**src/rtl/core/ppc_pkg.sv**
```systemverilog
`timescale 1ns / 1ps

package ppc_pkg;

	// configuration register file
	localparam int NUM_REGS        = 6;
	localparam int REG_W           = 6;
	localparam int REG_INDEX_W     = 3;
	localparam int CLASSES_PER_SET = 3;

	// stream word widths
	localparam int IN_DATA_W  = 72;
	localparam int IN_USER_W  = 2;
	localparam int OUT_DATA_W = 8;
	localparam int FIELD_W    = 16;
	localparam int SEL_W      = 3;
	localparam int VIDX_W     = 5;
	localparam int CLASS_W    = 2;
	localparam int CLS_IDX_W  = 2;

	// item kinds carried in tuser
	localparam logic OP_CLASSIFY = 1'b0;
	localparam logic OP_WRITE    = 1'b1;

	// class codes
	localparam logic [CLASS_W-1:0] CLASS_NONE = 2'd0;
	localparam logic [CLASS_W-1:0] CLASS_ONE  = 2'd1;
	localparam logic [CLASS_W-1:0] CLASS_TWO  = 2'd2;
	localparam logic [CLASS_W-1:0] CLASS_THREE = 2'd3;

	// index of the last class within a set
	localparam logic [CLS_IDX_W-1:0] LAST_CLASS = 2'd2;

	// sequencer states
	typedef enum logic [2:0] {
		ST_IDLE,
		ST_SETUP,
		ST_EDGES,
		ST_DRAIN,
		ST_RESULT
	} ppc_state_t;

	// edge unit status back to the sequencer
	typedef struct packed {
		logic busy;
		logic toggle;
	} edge_status_t;

endpackage

```
**src/rtl/core/ppc_edge_unit.sv**
```systemverilog
`timescale 1ns / 1ps

module ppc_edge_unit
	import ppc_pkg::*;
#(
	parameter int COORD_BITS = 16
) (
	input  logic                  clk,
	input  logic                  arst_n,
	input  logic                  edge_valid,
	input  logic [COORD_BITS-1:0] px,
	input  logic [COORD_BITS-1:0] py,
	input  logic [COORD_BITS-1:0] cur_x,
	input  logic [COORD_BITS-1:0] cur_y,
	input  logic [COORD_BITS-1:0] prev_x,
	input  logic [COORD_BITS-1:0] prev_y,
	output edge_status_t          status
);

	localparam int DW = COORD_BITS + 1;
	localparam int PW = 2 * DW;

	logic                 above_cur;
	logic                 above_prev;
	logic signed [DW-1:0] dy;
	logic signed [DW-1:0] dxp;
	logic signed [DW-1:0] dyp;
	logic signed [DW-1:0] dxe;
	logic signed [PW-1:0] lhs_c;
	logic signed [PW-1:0] rhs_c;

	logic                 valid_s1;
	logic                 straddle_s1;
	logic                 dypos_s1;
	logic signed [PW-1:0] lhs_s1;
	logic signed [PW-1:0] rhs_s1;
	logic                 crossing;

	// half-open straddle test and the two cross products
	always_comb begin
		above_cur  = cur_y > py;
		above_prev = prev_y > py;
		dy  = $signed({1'b0, prev_y}) - $signed({1'b0, cur_y});
		dxp = $signed({1'b0, px}) - $signed({1'b0, cur_x});
		dyp = $signed({1'b0, py}) - $signed({1'b0, cur_y});
		dxe = $signed({1'b0, prev_x}) - $signed({1'b0, cur_x});
		lhs_c = dxp * dy;
		rhs_c = dyp * dxe;
	end

	// product stage control
	always_ff @(posedge clk or negedge arst_n) begin
		if (!arst_n) begin
			valid_s1 <= 1'b0;
		end else begin
			valid_s1 <= edge_valid;
		end
	end

	// product stage payload
	always_ff @(posedge clk) begin
		straddle_s1 <= above_cur != above_prev;
		dypos_s1    <= dy > 0;
		lhs_s1      <= lhs_c;
		rhs_s1      <= rhs_c;
	end

	// crossing decision, sign of dy sets the compare direction
	always_comb begin
		crossing = dypos_s1 ? (lhs_s1 < rhs_s1) : (lhs_s1 > rhs_s1);
		status.busy   = valid_s1;
		status.toggle = valid_s1 && straddle_s1 && crossing;
	end

endmodule

```
**config.mk**
```make
export PLATFORM = sky130hd
export DESIGN_NAME = ppc_edge_unit
export DESIGN_NICKNAME = d
export VERILOG_FILES = /design/src/rtl/core/ppc_pkg.sv /design/src/rtl/core/ppc_edge_unit.sv
export SDC_FILE = /design/constraint.sdc
export NUM_CORES = 2
export LEC_CHECK = 0
export BUFFER_PORTS_ARGS = -buffer_cell sky130_fd_sc_hd__buf_2
export CAP_MARGIN = 20
export CELL_PAD_IN_SITES_DETAIL_PLACEMENT = 0
export CELL_PAD_IN_SITES_GLOBAL_PLACEMENT = 1
export CORE_ASPECT_RATIO = 2
export CORE_MARGIN = 2
export CORE_UTILIZATION = 55
export DETAILED_ROUTE_END_ITERATION = 8
export HOLD_SLACK_MARGIN = 0.05
export PLACE_DENSITY_LB_ADDON = 0.1
export SETUP_SLACK_MARGIN = 0.15
export SLEW_MARGIN = 20
export SYNTH_ARGS = -nofsm -noshare
export SYNTH_HDL_FRONTEND = slang
export SYNTH_SLANG_ARGS = --single-unit
```
**constraint.sdc**
```tcl
create_clock -name clk -period 5.2 [get_ports clk]
set_input_delay 1.04 -clock clk [delete_from_list [all_inputs] [get_ports clk]]
set_output_delay 1.04 -clock clk [all_outputs]
set_load 0.05 [all_outputs]
```
==> out/metrics.yaml, run 1 <==
status: "stopped before the end"
stop_stage: "5_1_grt"
error_message: "[ERROR GRT-0116] Global routing finished with congestion. Check the congestion regions in the DRC Viewer."
flop_and_latch_count_out_of_synthesis: 71
cts_hold_repair.buffers: 0
rows: 116
synthCells: 3130
dp_cells: 4534
clock-root-buffer: "sky130_fd_sc_hd__clkbuf_16"
grt_first_pass_wirelength_um: 183000
post-synth-top-area-fraction: 0.435
initial_core_util: 0.553
numClockSinks: 71
dp_hpwl_um: 94700
synth_enable_flop_cells: 0
place.port_buffers: 100
netlist.top_cell.by_area: "sky130_fd_sc_hd__fa_1"
synth_cell_type_count: 72
maximum_number_of_pins_on_one_net_before_global_route_repair: 17
synth_warn: 0
gp_routability_congestion: 1.06
clock_path_buffers: 2
htree_levels: 3
synth.area.top_cells: "sky130_fd_sc_hd__fa_1, sky130_fd_sc_hd__ha_1, sky130_fd_sc_hd__inv_1, sky130_fd_sc_hd__dfxtp_1, sky130_fd_sc_hd__nor2_1"
ys_async_sr_fraction: 0.0141
ys_dominant_reg_cell: "sky130_fd_sc_hd__dfxtp_1"
cts_buffers: 9
floorplan.io_pins: 101
synth_area_um2: 27500
die_width_um: 162
grt-ovfl-total: 9
post_synth.cell_area_avg_um2: 8.80
global_route.usage.total: 0.484
synth.net_count: 4111
floorplan_die_height_um: 320
first_global_vias: 31525
synth.yosys.seq_area_share: 0.0518
[per-layer routing]
metal  GRT usage  GRT overflow
met5     0.00870             0
met4       0.535             3
met3       0.166             0
met2       0.815             6
met1       0.415             0
[kinds of logic after synthesis]
kind of cell / share of synthesized area
adders and majority gates: 0.564
and+or+nand+nor: 0.142
buffers and inverters: 0.110
AOI/OAI and AO/OA: 0.0901
xor gates and xnor gates: 0.0413
DFF: 0.0518
muxes: 0.00114
[Yosys cell counts, types with 37 or more instances]
cell type / instances
sky130_fd_sc_hd__dfxtp_1: 70
sky130_fd_sc_hd__a21o_1: 56
sky130_fd_sc_hd__nor2_1: 294
sky130_fd_sc_hd__nand2b_1: 38
sky130_fd_sc_hd__nand3_1: 54
sky130_fd_sc_hd__inv_1: 733
sky130_fd_sc_hd__xnor2_1: 88
sky130_fd_sc_hd__nor3_1: 62
sky130_fd_sc_hd__clkbuf_1: 66
sky130_fd_sc_hd__o21ai_0: 77
sky130_fd_sc_hd__fa_1: 598
sky130_fd_sc_hd__nand2_1: 258
sky130_fd_sc_hd__a21oi_1: 107
sky130_fd_sc_hd__xor2_1: 37
sky130_fd_sc_hd__ha_1: 284
[metrics by stage]
step	instance area [um2]	setup slack, ns	utilization	TNS [ns]	hold WS, ns
after CTS	37900	-3.02	0.761	-126.14	0.439
after detailed placement	35400	-3.70	0.711	-162.11	0.818
after global placement	35400	-3.72	0.711	-158.54	0.817
after floorplan	28800	-3.03	-	-106.13	0.744
[timing repair]
item                                    4_1_cts
pin swaps                                   180
cloned                                        1
endpoints found under the setup margin       59
endpoints found under the hold margin         0
setup buffers                                87
gates resized for setup                     349
==> inputs of run 2 (changes only) <==
CELL_PAD_IN_SITES_DETAIL_PLACEMENT = default   (was 0)
CELL_PAD_IN_SITES_GLOBAL_PLACEMENT = default   (was 1)
CORE_ASPECT_RATIO = default   (was 2)
CORE_UTILIZATION = 40   (was 55)
HOLD_SLACK_MARGIN = default   (was 0.05)
PLACE_DENSITY_LB_ADDON = 0.15   (was 0.1)
SETUP_SLACK_MARGIN = default   (was 0.15)
==> run 2 against run 1 <==
Area after synthesis unchanged. Synthesized cell count unchanged. The flow now finishes, with violations (setup timing).
==> out/metrics.yaml, run 2 <==
synth_fa_ha_area_frac: 0.564  # unchanged
total_setup_violations_reported_at_the_end_of_the_flow: 57
met2_length_um: 45400
rows: 96  # was 116
post-synth-top-area-fraction: 0.435  # unchanged
synth.most_common_cell: "sky130_fd_sc_hd__inv_1"  # unchanged
initial_core_util: 0.403  # was 0.553
numClockSinks: 71  # unchanged
die_width_um: 266  # was 162 um
final_nets: 5008
synth.net_count: 4111  # unchanged
routed-wl-met3_um: 5240
grt-ovfl-total: 0
detail_route.iter0.violations: 1278
area_growth_syn_to_layout_pct: 43.9
combinational_family_with_the_most_area_after_synthesis: "adder cells"  # unchanged
die-area_um2: 71000
gp_routability_congestion: 0.970  # was 1.06
synth.area.top_cells: "sky130_fd_sc_hd__fa_1, sky130_fd_sc_hd__ha_1, sky130_fd_sc_hd__inv_1, sky130_fd_sc_hd__dfxtp_1, sky130_fd_sc_hd__nor2_1"  # unchanged
vias_per_cell: 5.03
met1_length_um: 41100
cap_violations: 0
dp_cells: 4788  # was 4534
place.port_buffers: 100  # unchanged
synthCells: 3130  # unchanged
crit_buf_inv: 7
ys_dominant_reg_cell: "sky130_fd_sc_hd__dfxtp_1"  # unchanged
detail_route.wirelength_um: 93800
status: "finished, violations left"  # was stopped before the end
final-hold-violation-count: 0
timing.critical_path.fanout_max: 5
synth-simple-area-share: 0.142  # unchanged
worst_slack_ns: -2.93
fin_crit_sh: 1.56
highest_layer: "met5"
maximum_number_of_pins_on_one_net_before_global_route_repair: 16
ys_async_sr_fraction: 0.0141  # unchanged
flop_and_latch_count_out_of_synthesis: 71  # unchanged
global_route.usage.total: 0.271
cts_hold_repair.buffers: 0  # unchanged
detailedRoute.firstPassIterationCount: 5
floorplan_die_height_um: 266  # was 320 um
cp.required_ns: 5.43
kind_of_cell_adding_the_most_delay_to_the_critical_path: "adder cells"
remaining_antenna_violation_count_after_routing: 0
via_count: 24743
top_regs: "lhs_s1 x34, rhs_s1 x34"
unrepaired_setup_endpoints_after_global_routing: "yes"
cts_buffers: 9  # unchanged
grt_first_pass_wirelength_um: 147000
slew_headroom: 0.492
worst-slew-pin-transition_ns: 0.757
final_max_slew_viol_count: 0
post_synth.cell_area_avg_um2: 8.80  # unchanged
period_needed_ns: 8.13
timing_worst_setup_path_type: "primary input to register"
synth_area_um2: 27500  # unchanged
design_area_um2: 39600
stdcell_count: 4916
dp_hpwl_um: 81400  # was 94700 um
first_global_vias: 26875
startpoint_type: "primary input"
worstHoldPathType: "primary input to asynchronous set/reset pin"
core_outline_area_um2: 68300
failed_checks: "setup timing"
layout-drive-gt1-share: 0.363
crit_slowest_cell: "sky130_fd_sc_hd__fa_2"
synth_cell_type_count: 72  # unchanged
floorplan.io_pins: 101  # unchanged
slowest_delay_ns: 0.53
synth_warn: 0  # unchanged
cp_capture_type: "register"
final_common_cell: "sky130_fd_sc_hd__buf_4"
clock-root-buffer: "sky130_fd_sc_hd__clkbuf_16"  # unchanged
preCtsSetupSlack_ns: -3.42  # was -3.70 ns
clk_pin_slew_ns: 0.06
tritoncts: "built"
cp.arrival_ns: 8.35
clock_path_buffers: 2  # unchanged
synth_enable_flop_cells: 0  # unchanged
htree_levels: 3  # unchanged
avgRoutedWirePerCell_um: 19.1
grt_antenna_before_repair: 3
mostFrequentLayoutCells: "sky130_fd_sc_hd__buf_4, sky130_fd_sc_hd__inv_1, sky130_fd_sc_hd__fa_1, sky130_fd_sc_hd__nor2_1, sky130_fd_sc_hd__nand2_1"
yosys.area_share.xor_xnor: 0.0413  # unchanged
detailed_place.area_um2: 36100  # was 35400 um2
remaining_design_rule_violation_count: 0
synth_compound_gate_area_share: 0.0901  # unchanged
achievable-frequency_ghz: 0.123
synth.yosys.seq_area_share: 0.0518  # unchanged
netlist_top_cells_count: "sky130_fd_sc_hd__inv_1, sky130_fd_sc_hd__fa_1, sky130_fd_sc_hd__nor2_1, sky130_fd_sc_hd__ha_1, sky130_fd_sc_hd__nand2_1"  # unchanged
utilization: 0.580
netlist.top_cell.by_area: "sky130_fd_sc_hd__fa_1"  # unchanged
proportion_of_synthesized_area_in_mux_cells: 0.00114  # unchanged
run 2: worst paths after layout:
path | start | end | slack (ns) | depth (start not counted)
min in group clk | edge_valid | valid_s1 | 0.81 | 1
setup / recovery | cur_y[6] | lhs_s1[30] | -2.93 | 29
hold / removal | arst_n | valid_s1 | 0.46 | 1
max in group asynchronous | arst_n | valid_s1 | 4.65 | 1
run 2: through the flow:
| step | setup TNS, ns | hold slack [ns] |
|---|---|---|
| 3_5_place_dp | -150.02 | 0.817 |
| 2_1_floorplan | -105.99 | 0.744 |
| 3_3_place_gp | -147.38 | 0.815 |
| 4_1_cts | -119.88 | 0.455 |
| 5_1_grt | -132.56 | 0.451 |
| 6_report | -121.43 | 0.465 |
run 2: layout make-up:
| type | count | area (um2) |
|---|---|---|
| Fill cell | 6081 | 28700 |
| Sequential cell | 71 | 1430 |
| Inverter | 734 | 2820 |
| Antenna cell | 2 | 5.00 |
| Tap cell | 882 | 1100 |
| Clock buffer | 11 | 243 |
| Timing Repair Buffer | 957 | 8060 |
| Multi-Input combinational cell | 2254 | 25900 |
| Clock inverter | 5 | 56.3 |
run 2: logic make-up (layout without fill, tap and decap cells):
kind of cell | after synthesis | count (layout)
adders and majority gates | 882 | 882
and+or+nand+nor | 858 | 858
buffers and inverters | 806 | 1707
AOI/OAI and AO/OA | 383 | 383
xor gates and xnor gates | 127 | 128
DFF | 71 | 71
muxes | 3 | 3
other | 0 | 2
run 2: timing repair:
item,CTS,global route
gates resized for setup,345,198
setup endpoints to repair,58,58
hold endpoints to repair,0,0
cloned,2,1
buffers inserted,89,46
pin swaps,207,161
run 2: routing by layer:
metal	vias up	GRT usage
li1	11486	-
met1	12512	0.368
met2	633	0.461
met3	108	0.0401
met4	4	0.0513
met5	-	0
Power of run 2 is not shown: default switching activity piles up to over one toggle a cycle in this logic, so the estimate is an artifact.
